[config.mk]
export PLATFORM = sky130hd
export DESIGN_NAME = lpmr_ctrl
export DESIGN_NICKNAME = d
export VERILOG_FILES = /design/src/hdl/lpmr_pkg.sv /design/src/hdl/lpmr_ctrl.sv
export SDC_FILE = /design/constraint.sdc
export NUM_CORES = 1
export LEC_CHECK = 0
export ABC_AREA = 1
export BUFFER_PORTS_ARGS = -buffer_cell sky130_fd_sc_hd__buf_2
export CORE_AREA = 10 10 52 54
export DETAILED_ROUTE_END_ITERATION = 10
export DIE_AREA = 0 0 62 64
export SLEW_MARGIN = 5
export SYNTH_ARGS = -nofsm -noshare
export SYNTH_HDL_FRONTEND = slang
export SYNTH_SLANG_ARGS = --single-unit
[constraint.sdc]
create_clock -name i_clk -period 1.3 [get_ports i_clk]
set_clock_uncertainty 0.1 [all_clocks]
set_input_delay 0.13 -clock i_clk [delete_from_list [all_inputs] [get_ports i_clk]]
set_output_delay 0.13 -clock i_clk [all_outputs]
set_load 0.1 [all_outputs]
[src/hdl/lpmr_pkg.sv]
// Shared types and constants for the length-prefixed message ring.
`default_nettype none

package lpmr_pkg;

    localparam int RING_DEPTH_DEF   = 4096;
    localparam int HEADER_BYTES_DEF = 4;
    localparam int RING_BYTES_RESET = 4096;
    localparam int MIN_RING         = 8;

    localparam int CFG_W       = 13;
    localparam int LEN_W       = 16;
    localparam int COUNT_W     = 16;
    localparam int HLEN_W      = 32;
    localparam int IN_TDATA_W  = 24;
    localparam int OUT_TDATA_W = 64;

    localparam logic [1:0] K_PUSH_HDR  = 2'd0;
    localparam logic [1:0] K_PUSH_BYTE = 2'd1;
    localparam logic [1:0] K_POP_START = 2'd2;
    localparam logic [1:0] K_POP_BYTE  = 2'd3;

    localparam logic [2:0] ST_OK     = 3'd0;
    localparam logic [2:0] ST_FULL   = 3'd1;
    localparam logic [2:0] ST_BADLEN = 3'd2;
    localparam logic [2:0] ST_EMPTY  = 3'd3;
    localparam logic [2:0] ST_BEYOND = 3'd4;
    localparam logic [2:0] ST_DROP   = 3'd5;

    typedef enum logic [2:0] {
        C_NONE      = 3'd0,
        C_PUSH_HDR  = 3'd1,
        C_PUSH_BYTE = 3'd2,
        C_POP_START = 3'd3,
        C_POP_BYTE  = 3'd4,
        C_HDR_STEP  = 3'd5,
        C_POP_CHECK = 3'd6,
        C_POP_OUT   = 3'd7
    } t_cmd;

    typedef struct packed {
        logic out_busy;
        logic empty;
        logic pop_open;
        logic hdr_last;
    } t_dp_sts;

endpackage

`default_nettype wire

[src/hdl/lpmr_ctrl.sv]
// Controller state machine: sequences item handling and header reads.
`default_nettype none

module lpmr_ctrl (
    input  wire logic                  i_clk,
    input  wire logic                  i_rst_n,
    input  wire logic                  i_s_valid,
    input  wire logic [1:0]            i_kind,
    input  wire lpmr_pkg::t_dp_sts     i_sts,
    output logic                       o_s_ready,
    output lpmr_pkg::t_cmd             o_cmd
);

    typedef enum logic [4:0] {
        S_IDLE   = 5'b00001,
        S_RDBYTE = 5'b00010,
        S_HDR    = 5'b00100,
        S_HDRW   = 5'b01000,
        S_CHECK  = 5'b10000
    } t_state;

    t_state r_state;
    t_state n_state;

    always_comb begin
        n_state   = r_state;
        o_s_ready = 1'b0;
        o_cmd     = lpmr_pkg::C_NONE;
        unique case (r_state)
            S_IDLE: begin
                o_s_ready = !i_sts.out_busy;
                if (i_s_valid && !i_sts.out_busy) begin
                    unique case (i_kind)
                        lpmr_pkg::K_PUSH_HDR: begin
                            o_cmd = lpmr_pkg::C_PUSH_HDR;
                        end
                        lpmr_pkg::K_PUSH_BYTE: begin
                            o_cmd = lpmr_pkg::C_PUSH_BYTE;
                        end
                        lpmr_pkg::K_POP_START: begin
                            o_cmd = lpmr_pkg::C_POP_START;
                            if (!i_sts.empty) begin
                                n_state = S_HDR;
                            end
                        end
                        lpmr_pkg::K_POP_BYTE: begin
                            o_cmd = lpmr_pkg::C_POP_BYTE;
                            if (i_sts.pop_open) begin
                                n_state = S_RDBYTE;
                            end
                        end
                    endcase
                end
            end
            S_RDBYTE: begin
                o_cmd   = lpmr_pkg::C_POP_OUT;
                n_state = S_IDLE;
            end
            S_HDR: begin
                o_cmd = lpmr_pkg::C_HDR_STEP;
                if (i_sts.hdr_last) begin
                    n_state = S_HDRW;
                end
            end
            S_HDRW: begin
                n_state = S_CHECK;
            end
            S_CHECK: begin
                o_cmd   = lpmr_pkg::C_POP_CHECK;
                n_state = S_IDLE;
            end
        endcase
    end

    always_ff @(posedge i_clk) begin
        if (!i_rst_n) begin
            r_state <= S_IDLE;
        end else begin
            r_state <= n_state;
        end
    end

endmodule

`default_nettype wire

==> results of run 1 <==
[final timing paths]
path	slack [ps]	from	end	cells after the start
worst max-delay path	-280	r_state[2]	o_cmd[0]	8
worst max register to register	20	r_state[2]	r_state[2]	10
worst min-delay path	70	i_sts[0]	r_state[3]	3
worst min register to register	490	r_state[2]	r_state[4]	3
[power breakdown]
group	internal, W	leakage, nW	switching, W
registers	0.000168	0.0415	0.0000105
logic	0.000188	0.344	0.000270
clock network	0.000116	0.0150	0.0000668
[layer usage]
| metal | GRT usage [%] | routed length, um |
|---|---|---|
| met1 | 7.13 | 445 |
| met2 | 9.36 | 556 |
| met3 | 2.77 | 52 |
| met4 | 5.87 | 44 |
| met5 | 0 | 0 |
[worst max-delay path: stages, from the launching register on]
cell     delay (ps)
dfxtp_1         300
inv_2            90
nand2_4          70
nor2_4          120
inv_2            60
nor2_4          140
o21ai_2          90
nand2_4          70
buf_12          160
[kinds of logic after synthesis]
| group | share of synthesized area (%) |
|---|---|
| and+or+nand+nor | 43.3 |
| DFF | 24.8 |
| AOI/OAI and AO/OA | 6.50 |
| buffers and inverters | 13.0 |
| adders and majority gates | 12.4 |
[through the flow]
stage / area (sq um) / total power, W / instances
after detailed placement: 676 / 0.000590 / 107
after global routing: 761 / 0.000879 / 114
after CTS: 746 / 0.000813 / 113
final: 761 / 0.000821 / 114
after floorplan: 472 / 0.000449 / 63
after global placement: 676 / 0.000586 / 107
[repair_timing]
item | in CTS | in global routing
pin swaps | 5 | 4
resized for setup | 8 | 3
endpoints found under the setup margin | 5 | 6
hold endpoints to repair | 1 | 0
hold buffers | 1 | 0
setup buffers | 1 | 1
[synthesized netlist by cell type (2+ instances only)]
cell     instances
nand2_1          7
nand3_1          6
nand4_1          2
nand3_2          2
dfxtp_1          5
inv_1           10
nor2_1          15
nand2_2          2
inv_2            3
nor2_2           2
ha_1             4
[layout make-up]
type	instances	area share, %
clock buffer	4	3.45
sequential	5	13.7
inverter	14	6.91
multi-input combinational	44	45.4
timing repair buffer	22	26.5
tap	25	4.11
==> results by group, run 1 <==
Outcome
  • Status: complete, but fails checks
  • Failing checks: setup timing

Clocking
  • H-tree Lvls: 1
  • CTS Buf Count: 3
  • Clock Tree Buf Depth: 2
  • Worst skew pair latency: around 240 ps
  • Clk root buf: clkbuf_4
  • TritonCTS clock tree: built
  • # clock sinks: 5
  • Reg clk slew, reported paths: approximately 40 ps

Route
  • Routed Antenna Nets: 0
  • Vias per Instance: 4.04
  • Detailed-route DRC error count: 0
  • Routed wire length: ~1.1 mm
  • DR vias: 460
  • Drt wl/cell: 9.64 um
  • 1st-iter DRT viols: 3
  • DRT Pass-1 Iters: 3

Critical path
  • CP Launch Type: register
  • CP required: roughly 1100 ps
  • Crit Path Category: reg -> out
  • Setup crit end kind: output pin
  • Crit-path max FO: 3
  • Crit path DAT: 1350 ps

Cells and area
  • Max reg flops: 5
  • Largest regs: r_state (5)
  • Most common cell after layout, fill and taps aside: nor2_1
  • Share of layout cells above drive strength 1: between 50% and 60%
  • Final core occ: 44.5%
  • # diodes: 0
  • Most flop-heavy register: r_state
  • Multi-input gate area: about 350 sq um
  • Nets: ~100
  • Area grow syn2layout: 88.2%
  • Filler cells: ~190
  • Sequential cell area: roughly 100 sq um
  • Commonest non-fill, non-tap cells in the layout: nor2_1 (9), inv_1 (8), buf_2 (8), buf_4 (8)

STA
  • Worst Max-Slew Pin Slew: between 300 and 400 ps
  • RSZ-0062 raised after global routing: true
  • Hold slack: roughly 66 ps
  • Final Critical Period: about 1600 ps
  • Setup TNS: -1020 ps
  • Fmax achieved: 634 MHz
  • Final Hold Fails: 0
  • Final Cycle Share: 121%
  • Fin. max-slew vios: 0
  • Final setup fails: 4
  • Slew HR: between 70% and 80%
  • Worst setup margin: -276 ps

Logic synthesis
  • Top-area cell type share of the netlist area: between 20% and 30%
  • Post-synthesis sequential element count: 5
  • Post-Syn Instances: between 60 and 70
  • Synthesized cell area: 404 sq um
  • Async SR Flop Fraction: 0%
  • Synth top area cells: dfxtp_1 (25%), nor2_1 (14%), ha_1 (12%)
  • Primary FF master, synth: dfxtp_1
  • Synth warn: 0
  • Syn Area/Cell: around 6.4 sq um
  • Syn nets: 76
  • Number of flops mapped to enable cells by yosys: 0
  • Synth unique cells: 16
  • Yosys top cell by area: dfxtp_1
  • Register area share after synthesis: roughly 25%

Floorplanning
  • Starting Density: between 20% and 30%
  • Die extent in x: ~62 um
  • Io pins: 13
  • Row cnt: 15
  • Die Area: 3970 sq um
  • Core area: 1710 sq um
  • Die height: between 60 and 70 um

Run
  • Max-capacitance violation count: 0

GRT
  • Largest net degree at the start of global routing: 6
  • GRT Util Overall: 6.58%
  • Vias in the first global route: around 470
  • Antenna violations before repair: 0
  • Global-route wire length before repair: 1.93 mm
  • Grt ovf: 0

Min path
  • Hold Path Class: in -> reg

Placement
  • RD Place Congestion: 0.713
  • Post-placement setup slack: -86.5 ps
  • Post-DP HPWL: 938 um
  • I/O Buffers: 12

Power
  • Peak VDD IR: approximately 0.00044 V
  • Leakage power total: 0.400 nW
  • Power Density: 1080 nW/um^2
(Power assumes the default switching activity.)
==> inputs of run 2 (changes only) <==
--- a/config.mk
+++ b/config.mk
@@ -5,11 +5,10 @@
 export SDC_FILE = /design/constraint.sdc
 export NUM_CORES = 1
 export LEC_CHECK = 0
-export ABC_AREA = 1
 export BUFFER_PORTS_ARGS = -buffer_cell sky130_fd_sc_hd__buf_2
-export CORE_AREA = 10 10 52 54
+export CORE_AREA = 10 10 53 55
 export DETAILED_ROUTE_END_ITERATION = 10
-export DIE_AREA = 0 0 62 64
+export DIE_AREA = 0 0 63 65
 export SLEW_MARGIN = 5
 export SYNTH_ARGS = -nofsm -noshare
 export SYNTH_HDL_FRONTEND = slang
==> results by group, run 2 <==
Logic synthesis
  • Synthesized cell area: 423 sq um (+4.6%)
  • Async SR Flop Fraction: 0% (unchanged)
  • Post-Syn Instances: 52 (-17%)
  • Syn Area/Cell: 8.13 sq um (+27%)
  • Top post-synthesis cells by count: inv_1 (8), dfxtp_1 (5), ha_1 (4), nand3_1 (4), nor2_1 (4)
  • Yosys top cell by area: dfxtp_1
  • Synth top area cells: dfxtp_1 (24%), ha_1 (12%), inv_1 (7.1%)
  • Top-area cell type share of the netlist area: 23.7% (-1.1 points)
  • Syn nets: 65 (-14%)
  • Synth unique cells: 24 (+8)
  • Synth warn: 0 (unchanged)
  • Number of flops mapped to enable cells by yosys: 0 (unchanged)
  • Register area share after synthesis: 23.7% (-1.1 points)
  • Post-synthesis sequential element count: 5 (unchanged)
  • Count leader, synth: inv_1
  • Primary FF master, synth: dfxtp_1

Cells and area
  • Final core occ: 43.6% (-0.93 points)
  • Largest regs: r_state (5)
  • Area grow syn2layout: 92.0%
  • Most common cell after layout, fill and taps aside: buf_4
  • Commonest non-fill, non-tap cells in the layout: buf_4 (13), inv_1 (8), buf_2 (8)
  • Final Non-Filler Cells: 112 (-1.8%)
  • Nets: 99 (-3.9%)
  • Filler cells: 172 (-7.5%)
  • Share of layout cells above drive strength 1: 58.8% (-0.73 points)
  • # diodes: 0 (unchanged)
  • Most flop-heavy register: r_state
  • Max reg flops: 5 (unchanged)

Clocking
  • H-tree Lvls: 1 (unchanged)
  • Clock Tree Buf Depth: 2 (unchanged)
  • Reg clk slew, reported paths: 40 ps (about the same)
  • CTS Buf Count: 3 (unchanged)
  • # clock sinks: 5 (unchanged)
  • TritonCTS clock tree: built
  • Clk root buf: clkbuf_4
  • Hold_buf cts: 0 (-1)
  • Worst skew pair latency: 230 ps (about the same)

GRT
  • Global-route wire length before repair: 2.15 mm (+11%)
  • Vias in the first global route: 510 (+9.4%)
  • Grt ovf: 0 (unchanged)
  • Antenna violations before repair: 0 (unchanged)
  • GRT Util Overall: 6.35% (-0.23 points)
  • Largest net degree at the start of global routing: 8 (+2)

Route
  • Vias per Instance: 4.05 (+0.46%)
  • Routed wire length: 1.20 mm (+9.0%)
  • Drt wl/cell: 10.7 um (+11%)
  • DRT Pass-1 Iters: 4 (+1)
  • DR vias: 454 (-1.3%)
  • Detailed-route DRC error count: 0 (unchanged)
  • 1st-iter DRT viols: 5 (+2)
  • Routed Antenna Nets: 0 (unchanged)

Floorplanning
  • Io pins: 13 (unchanged)
  • Starting Density: 22.7% (-0.95 points)
  • Die extent in x: 63 um (+1.6%)
  • Die Area: 4100 sq um (+3.2%)
  • Die height: 65 um (+1.6%)
  • Core area: 1860 sq um (+9.0%)
  • Row cnt: 16 (+1)

Placement
  • I/O Buffers: 12 (unchanged)
  • RD Place Congestion: 0.730 (+2.3%)
  • Placed cells: 106 (-0.93%)
  • Post-DP HPWL: 994 um (+6.0%)

Critical path
  • Reg-to-Reg End: r_state[2]
  • CP cell instances: nor2_4, nand3_2, nand3b_1, buf_6, o21ai_4, buf_12
  • FF-to-FF setup slack: -250 ps (-270 ps)
  • Crit Path Category: reg -> out
  • CP required: 1070 ps (about the same)
  • Crit-path max FO: 3 (unchanged)
  • Setup crit end kind: output pin
  • CP max stage cell: dfxtp_2
  • R2R cell count: 8 (-2)
  • CP Launch Type: register
  • Worst r2r src: r_state[3]
  • Slowest Stage Delay on Critical Path: 320 ps (+20 ps)
  • Crit path DAT: 1420 ps (+70 ps)

Power
  • Pint: 0.000514 W (+8.6%)
  • Flop pwr share: 21.8% (about the same)
  • Leakage power total: 0.390 nW (-2.4%)
  • Switching power as a share of total power: 39.5% (-2.9 points)
  • Peak VDD IR: 0.000677 V (+54%)
  • Power Density: 1050 nW/um^2 (-3.1%)
  • Psw: 0.000335 W (-3.7%)
  • Comb pwr share: 57.8% (+1.9 points)
  • Clock share of power: 20.4% (-1.9 points)

Outcome
  • Failing checks: setup timing
  • Status: complete, but fails checks

Min path
  • Hold-critical path depth: 2 (-1)
  • Hold_sp: i_rst_n
  • Hold Path Class: in -> reg
  • Hold EP: r_state[0]

STA
  • Fmax achieved: 607 MHz (-4.3%)
  • Final Hold Fails: 0 (unchanged)
  • Final setup fails: 8 (+4)
  • Fin. max-slew vios: 0 (unchanged)
  • Worst Max-Slew Pin Slew: 275 ps (-48.4 ps)
  • RSZ-0062 raised after global routing: true
  • Final Cycle Share: 127% (+5.5 points)
  • Worst setup margin: -348 ps (-71.7 ps)
  • Final Critical Period: 1650 ps (+71.7 ps)
  • Slew HR: 81.6% (+3.2 points)

Run
  • Max-capacitance violation count: 0 (unchanged)
-- run 2: changes by cell type in the layout (fill, tap and decap cells not counted), sizes merged, moves of 2 or more --
cell	change
buf	+9
inv	-5
nand2	-7
nand3	-4
nand4	-2
nor2	-11
nor2b	+2
nor3	+2
o211ai	+2
o21ai	+2
xor2	+3
-- run 2: per-stage QoR --
stage          TNS, ps  cell area, sq um  hold WS [ps]  worst slack [ps]  power, W
2_1_floorplan    -1790               473           102              -499  0.000453
6_report         -2060               812          23.2              -348  0.000849
3_5_place_dp      -522               736           259              -129  0.000621
3_3_place_gp      -513               736           258              -129  0.000615
4_1_cts          -1550               795          20.1              -342  0.000834
5_1_grt          -2480               812          30.5              -402  0.000891
-- run 2: cell families after synthesis --
group	after synthesis	synth area share [%]
AND/OR/NAND/NOR	20	25.4
AO/OA/AOI/OAI	10	20.7
buffers and inverters	9	9.76
flip-flops	5	23.7
adder cells (fa/ha/maj)	4	11.8
XOR/XNOR	3	6.21
multiplexers	1	2.37
-- run 2: cell type report --
| cell class | count | area [sq um] | area share, % |
|---|---|---|---|
| Tap cell | 27 | 33.8 | 4.16 |
| Multi-Input combinational cell | 38 | 343 | 42.2 |
| Timing Repair Buffer | 30 | 274 | 33.7 |
| Clock buffer | 4 | 26.3 | 3.24 |
| Inverter | 8 | 30.0 | 3.70 |
| Sequential cell | 5 | 105 | 12.9 |
-- run 2: what timing repair did --
| item | in CTS | in global routing |
|---|---|---|
| endpoints found under the setup margin | 7 | 8 |
| gates resized for setup | 8 | 4 |
| pin swaps | 7 | 3 |
| buffers inserted | 1 | 1 |
-- run 2: how the worst max path moves through the flow --
stage,cells after the start,from,end
after floorplan,5,r_state[2],o_cmd[1]
after global placement,6,r_state[3],o_cmd[1]
after detailed placement,6,r_state[3],o_cmd[1]
after CTS,6,r_state[2],o_cmd[2]
after global routing,6,r_state[3],o_cmd[1]
final,6,r_state[3],o_cmd[1]
-- run 2: critical path: cells and delay by family (launching register included) --
kind / cells / cell delay, ps
buffers and inverters: 2 / 330
DFF: 1 / 320
AOI/OAI and AO/OA: 1 / 140
and+or+nand+nor: 3 / 400
-- run 2: power groups by stage --
stage | Combinational [W] | Clock [W] | Sequential (W)
after detailed placement | 0.000438 | 0 | 0.000183
after global placement | 0.000432 | 0 | 0.000183
after CTS | 0.000474 | 0.000177 | 0.000183
final | 0.000490 | 0.000173 | 0.000185
after floorplan | 0.000272 | 0 | 0.000181
after global routing | 0.000521 | 0.000183 | 0.000187
-- run 2: routing by layer --
layer / routed length [um] / global-route usage, % / vias to the layer above
met1: 456 / 5.86 / 202
li1: - / - / 242
met5: 0 / 0 / -
met2: 679 / 12.9 / 10
met3: 62 / 2.06 / 0
met4: 0 / 1.68 / 0
==> inputs of run 3 (changes only) <==
--- a/config.mk
+++ b/config.mk
@@ -6,9 +6,13 @@
 export NUM_CORES = 1
 export LEC_CHECK = 0
 export BUFFER_PORTS_ARGS = -buffer_cell sky130_fd_sc_hd__buf_2
+export CAP_MARGIN = 0
+export CELL_PAD_IN_SITES_DETAIL_PLACEMENT = 2
+export CELL_PAD_IN_SITES_GLOBAL_PLACEMENT = 2
 export CORE_AREA = 10 10 53 55
 export DETAILED_ROUTE_END_ITERATION = 10
 export DIE_AREA = 0 0 63 65
+export PLACE_DENSITY_LB_ADDON = 0.1
 export SLEW_MARGIN = 5
 export SYNTH_ARGS = -nofsm -noshare
 export SYNTH_HDL_FRONTEND = slang
==> results by group, run 3 (synthesized netlist as in run 2, its figures left out) <==
Cells and area
  • Most flop-heavy register: r_state
  • Max reg flops: 5 (unchanged)
  • Most common cell after layout, fill and taps aside: buf_4
  • Area grow syn2layout: 108%
  • Largest regs: r_state (5)
  • # diodes: 0 (unchanged)
  • Nets: 107 (+8.1%)
  • Filler cells: 208 (+21%)
  • Commonest non-fill, non-tap cells in the layout: buf_4 (23), inv_1 (8), buf_2 (8)
  • Share of layout cells above drive strength 1: 63.4% (+4.6 points)

STA
  • Worst setup margin: -451 ps (-103 ps)
  • Final Cycle Share: 135% (+7.9 points)
  • Slew HR: 80.8% (-0.82 points)
  • Final setup fails: 8 (unchanged)
  • Fmax achieved: 571 MHz (-5.9%)
  • Final Critical Period: 1750 ps (+103 ps)
  • Hold slack: -4.46 ps (-27.7 ps)
  • Fin. max-slew vios: 0 (unchanged)
  • RSZ-0062 raised after global routing: true
  • Final Hold Fails: 1 (+1)
  • Worst Max-Slew Pin Slew: 287 ps (+12.2 ps)

Critical path
  • Setup crit end kind: output pin
  • Reg-to-Reg End: r_state[1]
  • CP Launch Type: register
  • FF-to-FF setup slack: -290 ps (-40 ps)
  • Crit-path max FO: 4 (+1)
  • Crit Path Category: reg -> out
  • CP max stage cell: dfxtp_4
  • Slowest Stage Delay on Critical Path: 360 ps (+40 ps)
  • R2R cell count: 8 (unchanged)
  • CP cell instances: nor2_4, nand3_2, nand3b_1, buf_6, o22ai_4, buf_12
  • CP required: 1070 ps (about the same)
  • Crit path DAT: 1520 ps (+100 ps)
  • Worst r2r src: r_state[4]

Placement
  • RD Place Congestion: 0.725 (-0.56%)
  • Post-DP HPWL: 1.43 mm (+44%)
  • Post-placement setup slack: -197 ps (-68.2 ps)
  • I/O Buffers: 12 (unchanged)

Power
  • Power Density: 1050 nW/um^2 (about the same)
  • Peak VDD IR: 0.000510 V (-25%)
  • Total chip power: 0.000921 W (+8.6%)
  • Leakage power total: 0.428 nW (+9.8%)

Floorplanning
  • Io pins: 13 (unchanged)
  • Die height: 65 um (unchanged)
  • Core area: 1860 sq um (unchanged)
  • Row cnt: 16 (unchanged)
  • Starting Density: 22.7% (unchanged)
  • Die extent in x: 63 um (unchanged)
  • Die Area: 4100 sq um (unchanged)

Run
  • Max-capacitance violation count: 0 (unchanged)

GRT
  • GRT Util Overall: 8.88% (+2.5 points)
  • Vias in the first global route: 618 (+21%)
  • Largest net degree at the start of global routing: 7 (-1)
  • Grt ovf: 0 (unchanged)
  • Global-route wire length before repair: 2.89 mm (+34%)
  • Antenna violations before repair: 0 (unchanged)

Clocking
  • TritonCTS clock tree: built
  • # clock sinks: 5 (unchanged)
  • Hold_buf cts: 0 (unchanged)
  • Clk root buf: clkbuf_4
  • Reg clk slew, reported paths: 60 ps (+20 ps)
  • CTS Buf Count: 3 (unchanged)
  • Clock Tree Buf Depth: 2 (unchanged)
  • H-tree Lvls: 1 (unchanged)
  • Worst skew pair latency: 260 ps (+30 ps)

Route
  • DR vias: 526 (+16%)
  • Detailed-route DRC error count: 0 (unchanged)
  • Drt wl/cell: 15.8 um (+47%)
  • DRT Pass-1 Iters: 3 (-1)
  • Vias per Instance: 4.38 (+8.1%)
  • Routed Antenna Nets: 0 (unchanged)
  • 1st-iter DRT viols: 1 (-4)
  • Routed wire length: 1.89 mm (+58%)

Min path
  • Hold-critical path depth: 2 (unchanged)
  • Hold_sp: i_sts[0]
  • Hold Path Class: in -> reg
  • Hold EP: r_state[2]

Outcome
  • Status: complete, but fails checks
  • Failing checks: hold timing, setup timing
-- run 3: timing repair --
item | in CTS | in global routing
resized for setup | 8 | 5
endpoints found under the setup margin | 8 | 8
buffers inserted | 4 | 1
hold endpoints to repair | 0 | 0
pin swaps | 8 | 1
-- run 3: routing by layer --
layer,wire (um),vias up,GRT usage (%)
met2,998,12,16.5
li1,-,258,-
met5,0,-,0
met1,787,252,9.03
met4,31,0,4.19
met3,74,4,2.41
-- run 3: stage by stage --
stage	cell area, sq um	hold WS, ps	std cells	TNS (ps)	util, %
floorplan	473	102	52	-1790	-
global placement	781	260	112	-703	41.9
detailed placement	781	269	112	-980	41.9
CTS	852	2.39	119	-2380	45.8
global route	881	4.05	120	-3280	47.3
finish	881	-4.46	120	-2730	47.3
-- run 3: critical path: cells and delay by family, from the launching register on --
kind,cells,cell delay [ps]
and+or+nand+nor,3,410
DFF,1,360
buffers and inverters,2,340
AOI/OAI and AO/OA,1,140
-- run 3: power breakdown --
group / switching [W] / leakage, nW / internal [W]
logic: 0.000284 / 0.371 / 0.000259
clock network: 0.0000774 / 0.0150 / 0.000117
registers: 0.0000184 / 0.0429 / 0.000166
total: 0.000380 / 0.428 / 0.000542
-- run 3: cell type report --
cell class | instances | area, sq um | share of cell area, %
inverter | 8 | 30.0 | 3.41
multi-input combinational | 38 | 357 | 40.5
timing repair buffer | 38 | 327 | 37.1
clock buffer | 4 | 26.3 | 2.98
sequential | 5 | 108 | 12.2
tap | 27 | 33.8 | 3.84
-- run 3: how the worst max path moves through the flow --
stage	startpoint	endpoint	slack [ps]	depth (start not counted)
4_1_cts	r_state[2]	o_cmd[1]	-420	6
6_report	r_state[4]	o_cmd[0]	-450	6
3_5_place_dp	r_state[3]	o_cmd[1]	-200	6
5_1_grt	r_state[4]	o_cmd[1]	-530	6
2_1_floorplan	r_state[2]	o_cmd[1]	-500	5
3_3_place_gp	r_state[4]	o_cmd[1]	-170	6
